$ cat config.mk
export PLATFORM = sky130hd
export DESIGN_NAME = sort_values_ascending
export DESIGN_NICKNAME = d
export VERILOG_FILES = /design/src/sv/sva_pkg.sv /design/src/sv/sort_values_ascending.sv /design/src/sv/sva_cell.sv
export VERILOG_INCLUDE_DIRS = /design/src /design/src/sv
export SDC_FILE = /design/constraint.sdc
export NUM_CORES = 2
export LEC_CHECK = 0
export BUFFER_PORTS_ARGS = -buffer_cell sky130_fd_sc_hd__buf_2
export CAP_MARGIN = 40
export CORE_MARGIN = 2
export CORE_UTILIZATION = 66
export DETAILED_ROUTE_END_ITERATION = 8
export PLACE_DENSITY_LB_ADDON = 0.2
export SETUP_SLACK_MARGIN = 0.3
export SLEW_MARGIN = 20
export SYNTH_ARGS = -nofsm -noshare
export SYNTH_HDL_FRONTEND = slang
export SYNTH_HIERARCHICAL = 1
export SYNTH_SLANG_ARGS = --single-unit
$ cat constraint.sdc
create_clock -name clk_i -period 14.4 [get_ports clk_i]
set_input_delay 2.16 -clock clk_i [delete_from_list [all_inputs] [get_ports clk_i]]
set_output_delay 2.16 -clock clk_i [all_outputs]
set_load 0.01 [all_outputs]
$ cat src/sv/sort_values_ascending_macros.svh
// Assertion macros for the run sorter.
`ifndef SORT_VALUES_ASCENDING_MACROS_SVH
`define SORT_VALUES_ASCENDING_MACROS_SVH

`ifndef SYNTHESIS
// Checked only out of reset.
`define SVA_ASSERT_RST(label, prop) \
  label: assert property (@(posedge clk_i) disable iff (!rst_ni) (prop)) \
    else $error("sorter check failed");
// Checked on every edge, reset included.
`define SVA_ASSERT_ALWAYS(label, prop) \
  label: assert property (@(posedge clk_i) (prop)) \
    else $error("sorter check failed");
`else
`define SVA_ASSERT_RST(label, prop)
`define SVA_ASSERT_ALWAYS(label, prop)
`endif

`endif

$ cat src/sv/sva_pkg.sv
package sva_pkg;

  localparam int unsigned VALUE_W            = 32;
  localparam int unsigned DEFAULT_MAX_VALUES = 32;

  // Per-cycle command broadcast to every cell.
  typedef struct packed {
    logic insert;  // load a new word into the chain
    logic shift;   // move every word one cell toward the head
  } cell_ctrl_t;

endpackage

$ cat src/sv/sort_values_ascending.sv
// Run sorter built as an insertion chain of MAX_VALUES cells.
//
// Input channel (in_valid_i / in_stall_o, value_i, last_value_i): one signed
// 32-bit word per cycle when not stalled. Each word is inserted into the
// chain, kept in ascending order from cell 0; last_value_i marks the final
// word of a run. Words that arrive while the chain is full are dropped and
// the run is flagged; the flag rides on every result of that run (overflow_o).
//
// Output channel (out_valid_o / out_stall_i, sorted_value_o, last_result_o,
// overflow_o): after the marked word is accepted, the chain drains from cell 0,
// one per cycle unless stalled, smallest first; last_result_o marks the greatest.
//
// Timing: the accepted marked word sets the draining register, and the head
// is then popped into the output register; results follow one per cycle
// while the receiver does not stall. The drain rate is set by the single
// output register; the chain shifts only when it is free.
// While draining, in_stall_o is high; the next run may load as soon as the
// last word has left the chain, even while it still sits in the output
// register. A stalled receiver freezes the output register and the chain.
// Reset empties the chain, clears the overflow flag and the output valid.
module sort_values_ascending #(
  parameter int unsigned MAX_VALUES = sva_pkg::DEFAULT_MAX_VALUES
) (
  input  logic                                clk_i,
  input  logic                                rst_ni,
  input  logic                                in_valid_i,
  output logic                                in_stall_o,
  input  logic signed [sva_pkg::VALUE_W-1:0]  value_i,
  input  logic                                last_value_i,
  output logic                                out_valid_o,
  input  logic                                out_stall_i,
  output logic signed [sva_pkg::VALUE_W-1:0]  sorted_value_o,
  output logic                                last_result_o,
  output logic                                overflow_o
);
  import sva_pkg::*;

  `include "sort_values_ascending_macros.svh"

  cell_ctrl_t ctrl;

  logic signed [VALUE_W-1:0] cell_value [MAX_VALUES];
  logic [MAX_VALUES-1:0]     cell_valid;
  logic [MAX_VALUES-1:0]     cell_take;

  logic signed [VALUE_W-1:0] prev_value [MAX_VALUES];
  logic [MAX_VALUES-1:0]     prev_valid;
  logic [MAX_VALUES-1:0]     prev_take;
  logic signed [VALUE_W-1:0] next_value [MAX_VALUES];
  logic [MAX_VALUES-1:0]     next_valid;

  logic draining_d, draining_q;
  logic dropped_d, dropped_q;
  logic out_valid_d, out_valid_q;
  logic signed [VALUE_W-1:0] sorted_value_q;
  logic last_result_q, overflow_q;

  logic in_accept, full, out_free, pop, pop_last;

  assign in_stall_o = draining_q;
  assign in_accept  = in_valid_i && !draining_q;
  assign full       = cell_valid[MAX_VALUES-1];
  assign out_free   = !out_valid_q || !out_stall_i;
  assign pop        = draining_q && out_free;
  // head holds the last word when its neighbor is empty
  assign pop_last   = pop && !cell_valid[1];

  assign ctrl.insert = in_accept && !full;
  assign ctrl.shift  = pop;

  // chain neighbors; the head sees an always-valid, never-taking neighbor
  for (genvar i = 0; i < MAX_VALUES; i++) begin : g_cell
    if (i == 0) begin : g_head
      assign prev_value[i] = '0;
      assign prev_valid[i] = 1'b1;
      assign prev_take[i]  = 1'b0;
    end else begin : g_body
      assign prev_value[i] = cell_value[i-1];
      assign prev_valid[i] = cell_valid[i-1];
      assign prev_take[i]  = cell_take[i-1];
    end
    if (i == MAX_VALUES - 1) begin : g_tail
      assign next_value[i] = '0;
      assign next_valid[i] = 1'b0;
    end else begin : g_mid
      assign next_value[i] = cell_value[i+1];
      assign next_valid[i] = cell_valid[i+1];
    end

    sva_cell u_cell (
      .clk_i        (clk_i),
      .rst_ni       (rst_ni),
      .ctrl_i       (ctrl),
      .new_value_i  (value_i),
      .prev_value_i (prev_value[i]),
      .prev_valid_i (prev_valid[i]),
      .prev_take_i  (prev_take[i]),
      .next_value_i (next_value[i]),
      .next_valid_i (next_valid[i]),
      .value_o      (cell_value[i]),
      .valid_o      (cell_valid[i]),
      .take_o       (cell_take[i])
    );
  end

  always_comb begin
    draining_d = draining_q;
    dropped_d  = dropped_q;
    if (in_accept) begin
      if (full) begin
        dropped_d = 1'b1;
      end
      if (last_value_i) begin
        draining_d = 1'b1;
      end
    end
    if (pop_last) begin
      draining_d = 1'b0;
      dropped_d  = 1'b0;
    end
    out_valid_d = out_valid_q;
    if (pop) begin
      out_valid_d = 1'b1;
    end else if (!out_stall_i) begin
      out_valid_d = 1'b0;
    end
  end

  always_ff @(posedge clk_i or negedge rst_ni) begin
    if (!rst_ni) begin
      draining_q  <= 1'b0;
      dropped_q   <= 1'b0;
      out_valid_q <= 1'b0;
    end else begin
      draining_q  <= draining_d;
      dropped_q   <= dropped_d;
      out_valid_q <= out_valid_d;
    end
  end

  always_ff @(posedge clk_i) begin
    if (pop) begin
      sorted_value_q <= cell_value[0];
      last_result_q  <= !cell_valid[1];
      overflow_q     <= dropped_q;
    end
  end

  assign out_valid_o    = out_valid_q;
  assign sorted_value_o = sorted_value_q;
  assign last_result_o  = last_result_q;
  assign overflow_o     = overflow_q;

  // occupied cells always form a prefix starting at the head
  `SVA_ASSERT_RST(a_valid_prefix, (cell_valid & (cell_valid + 1'b1)) == '0)
  // a draining chain never runs empty before its last word leaves
  `SVA_ASSERT_RST(a_drain_nonempty, draining_q |-> cell_valid[0])
  // the marked word starts the drain on the next cycle
  `SVA_ASSERT_RST(a_mark_starts_drain, (in_accept && last_value_i) |=> draining_q)
  // the last result ends the drain
  `SVA_ASSERT_RST(a_last_ends_drain, pop_last |=> !draining_q)

endmodule

$ cat src/sv/sva_cell.sv
module sva_cell (
  input  logic                                clk_i,
  input  logic                                rst_ni,
  input  sva_pkg::cell_ctrl_t                 ctrl_i,
  input  logic signed [sva_pkg::VALUE_W-1:0]  new_value_i,
  // neighbor toward the head
  input  logic signed [sva_pkg::VALUE_W-1:0]  prev_value_i,
  input  logic                                prev_valid_i,
  input  logic                                prev_take_i,
  // neighbor toward the tail
  input  logic signed [sva_pkg::VALUE_W-1:0]  next_value_i,
  input  logic                                next_valid_i,
  output logic signed [sva_pkg::VALUE_W-1:0]  value_o,
  output logic                                valid_o,
  output logic                                take_o
);
  import sva_pkg::*;

  logic signed [VALUE_W-1:0] value_d, value_q;
  logic                      valid_d, valid_q;

  // Cell yields its slot when empty or when the new word sorts before it.
  assign take_o = !valid_q || (new_value_i < value_q);

  always_comb begin
    value_d = value_q;
    valid_d = valid_q;
    if (ctrl_i.insert) begin
      if (take_o) begin
        value_d = (prev_take_i && prev_valid_i) ? prev_value_i : new_value_i;
      end
      valid_d = valid_q | prev_valid_i;
    end else if (ctrl_i.shift) begin
      value_d = next_value_i;
      valid_d = next_valid_i;
    end
  end

  always_ff @(posedge clk_i or negedge rst_ni) begin
    if (!rst_ni) begin
      valid_q <= 1'b0;
    end else begin
      valid_q <= valid_d;
    end
  end

  always_ff @(posedge clk_i) begin
    value_q <= value_d;
  end

  assign value_o = value_q;
  assign valid_o = valid_q;

endmodule
# --- Word-level counts from Yosys, hierarchy flattened ---
# Cells that the tools add are included.
classes:
  magnitude_cmp: 32
  n_eq_ne: 33
  muxes: 199
  n_bitwise: 31
  n_reduce_logical: 141
op_table:
  columns: ["op", "n"]
  rows:
  - ["$mux 32", 127]
  - ["$lt 32x32->1", 32]
  - ["$mux 1", 72]
  - ["$reduce_and 2->1", 34]
  - ["$ne 2x1->1 const B", 33]
  - ["$logic_and 1x1->1", 35]
  - ["$logic_not 1->1", 35]
  - ["$logic_or 1x1->1", 33]
  - ["$or 1x1->1", 31]
  - ["$reduce_bool 2->1", 4]
word_totals:
  ff_bits: 1093
  inputBits: 37
  out_inout_bits: 36
  wordCells: 506

# --- Logic depth before layout (Yosys ltp) ---
logic_depth:
  word_depth: 6
  mapped_depth: 12
  depth_no_buf: 11

# --- By module ---
# Netlist, hierarchy kept.
by_module_without_submodules:
  columns: ["module", "instances", "cells_per_inst", "area_each_um2", "seq_area_each_um2"]
  rows:
  - ["sva_cell", 32, 266, 2502.4, 985.9]
  - ["sort_values_ascending", 1, 50, 1174.9, 1096.1]

# --- Worst setup path after synthesis ---
# No wires, ideal clock.
synth_path:
  path_type: "in2reg"
  from: "input port out_stall_i"
  to: "register g_cell[0].u_cell.value_q[0] (enable)"
  setup_ps: 470
  arrival_ps: 9699
  path_slack_ps: 4231
  cell_stages: 3
  path_cell_list: "a21boi_1 o2bb2ai_1 a211oi_1"
synth_between:
  elab_chain_len: 5
synth_rtl:
  columns: ["element", "line_no", "text"]
  rows:
  - ["start, declared", "sort_values_ascending.sv:31", "input logic out_stall_i,"]
  - ["$logic_not 1->1", null, null]
  - ["$logic_or 1x1->1", "sort_values_ascending.sv:63", "assign out_free = !out_valid_q || !out_stall_i;"]
  - ["$logic_and 1x1->1", "sort_values_ascending.sv:64", "assign pop = draining_q && out_free;"]
  - ["$reduce_bool 2->1 (no line)", null, null]
  - ["$reduce_and 2->1 (no line)", null, null]
  - ["end signal, assigned", "sva_cell.sv:48", "value_q <= value_d;"]
  - ["end, declared", "sva_cell.sv:19", "logic signed [VALUE_W-1:0] value_d, value_q;"]
# No other way between the ends.
# A chain may end at the register's enable or synchronous reset.

==> out/metrics.cfg <==
[status]
status=complete, no violations

[die]
rows=128
ios=73
initial_utilization_pct=66.6
dieHeight_um=355
dieArea_um2=126000
core-area_um2=122000
die_x_um=355

[hold_path]
min_path_cells=0
holdPathEnd=overflow_o
min-delay-start=dropped_q
hold_path.class=reg2reg

[logic_synthesis]
synth.avg_cell_area_um2=9.49
yosys_warnings=6
synth_cells=8558
netlist_area_um2=81200

[clock_tree]
cts_tree=done
clkTransAtPathRegs_ps=60
clock-root-buffer=clkbuf_16
insertion_delay_ps=780
numCtsBuffers=130
clockBufferDepth=3
cts.hold.buffers_added=0
clock-sinks=1093
cts_htree_levels=4
cts-resized-gates=0
cts_setup_buffers=0

[worst_setup_path]
start_kind=primary input
rrSetupSlack_ps=9250
crit_fanout=228
required_ps=14830
rr_worst_depth=9
reg2reg_to=g_cell[1].u_cell/value_o[13]
setup.worst_path.class=in2reg
cp-end-kind=register
r2r-start=g_cell[31].u_cell/valid_o
worstPathArrival_ps=6510

[sta]
finalSetupViolCount=0
hold_ws_ps=486
fmax_ghz=0.164
slew_viol_final=0
finalCritPeriodShare_pct=42.2
worstMarginPinSlew_ps=1150
slew_headroom_pct=23.3
finalHoldViolCount=0
fin_skew_ps=24.4
setup_tns_ps=0
rsz0062_at_grt=no
post-route-min-period_ps=6080

[cells_and_area]
nFillCells=8909
fin_nets=9643
layout-drive-gt1-share_pct=5.94
seq_area_um2=32600
syn_to_final_growth_pct=9.16
layout.cells.non_filler=10300
multi_input_area_um2=44000

[power]
p_per_area_nw_per_um2=264
power_leakage_nw=42.6
ir_drop_v=0.000175

[placed_design]
gp_congestion=0.924
numPortBuffers=72
dp_hpwl_um=166000
place_inst=10100

[routing]
drc=0
wl_per_cell_um=22.7
drtAntennaViolNets=0
routed_wl_um=234000
post_drt_via_cell_ratio=6.50
vias=67200
drt-initial-drc-count=7679
first_pass_iters=8

[global_routing]
grt_pass1_vias=65600
grt_pass1_wl_um=363000
grt_overflow=0
grtUsageTotal_pct=36.3
grt_max_degree=264
antenna_found_initial=2

[job]
maxCapViolations=0

## how the worst max path moves through the flow
stage                      from                             to
CTS                  value_i[7]  g_cell[18].u_cell/value_o[14]
global placement     value_i[7]   g_cell[2].u_cell/value_o[20]
detailed placement   value_i[7]  g_cell[18].u_cell/value_o[14]
finish               in_valid_i   g_cell[1].u_cell/value_o[13]
floorplan           out_stall_i    g_cell[0].u_cell/value_o[0]
global route         in_valid_i   g_cell[1].u_cell/value_o[22]
## cell usage in the layout, fill, tap and decap left out, drive strengths merged, types with 68 or more instances in the layout
cell and n:
edfxtp 1058, ha 992, nand2b 96, conb 68, o21ai 160, a21oi 1473, buf 210, nand3 96
nor2 1152, nand2 352, mux2i 1025, nand4 160, inv 1034, clkbuf 168
## final cells by class
type	instances	share of cell area, %
multi-input combinational	6153	49.7
antenna	2	0.00564
timing repair buffer	210	2.29
sequential	1093	36.8
clock buffer	168	3.96
tap	1625	2.29
inverter	1026	4.34
clock inverter	66	0.642
## report_power, final
part | switching, W | total (W) | leakage, nW | internal (W)
sequential | 0.00195 | 0.00826 | 10.5 | 0.00632
combinational | 0.00722 | 0.0119 | 30.1 | 0.00467
clock | 0.00140 | 0.00325 | 1.98 | 0.00185
## per-stage QoR
step           power [W]  util (%)  instance area [um^2]  worst slack [ps]
2_1_floorplan     0.0159         -                 81500              4230
3_3_place_gp      0.0189      68.7                 83800              7680
3_5_place_dp      0.0198      69.3                 84500              7780
4_1_cts           0.0231      72.7                 88600              8590
5_1_grt           0.0248      72.7                 88700              8130
6_report          0.0234      72.7                 88700              8320
## per-layer routing
layer	wire (um)	track usage, %	share of wire [%]
met2	106000	56.5	45
met3	22700	6.77	9.7
met1	96000	49.7	41
met5	8	0	0.0034
met4	10100	16.1	4.3
## critical path: stages
cell	delay (ps)
buf_2	90
nor3b_2	150
buf_4	280
buf_12	530
buf_4	770
buf_12	730
o2bb2ai_1	250
a211oi_4	600
buf_4	470
## flip-flops by register name, summed over array words and instances, names as in the netlist
register and count:
in_stall_o 1, dropped_q 1, overflow_o 1, g_cell.u_cell/valid_o 32
g_cell.u_cell/value_o 1024, last_result_o 1, out_valid_o 1, sorted_value_o 32
No activity file was read; power rests on OpenSTA's default activity.
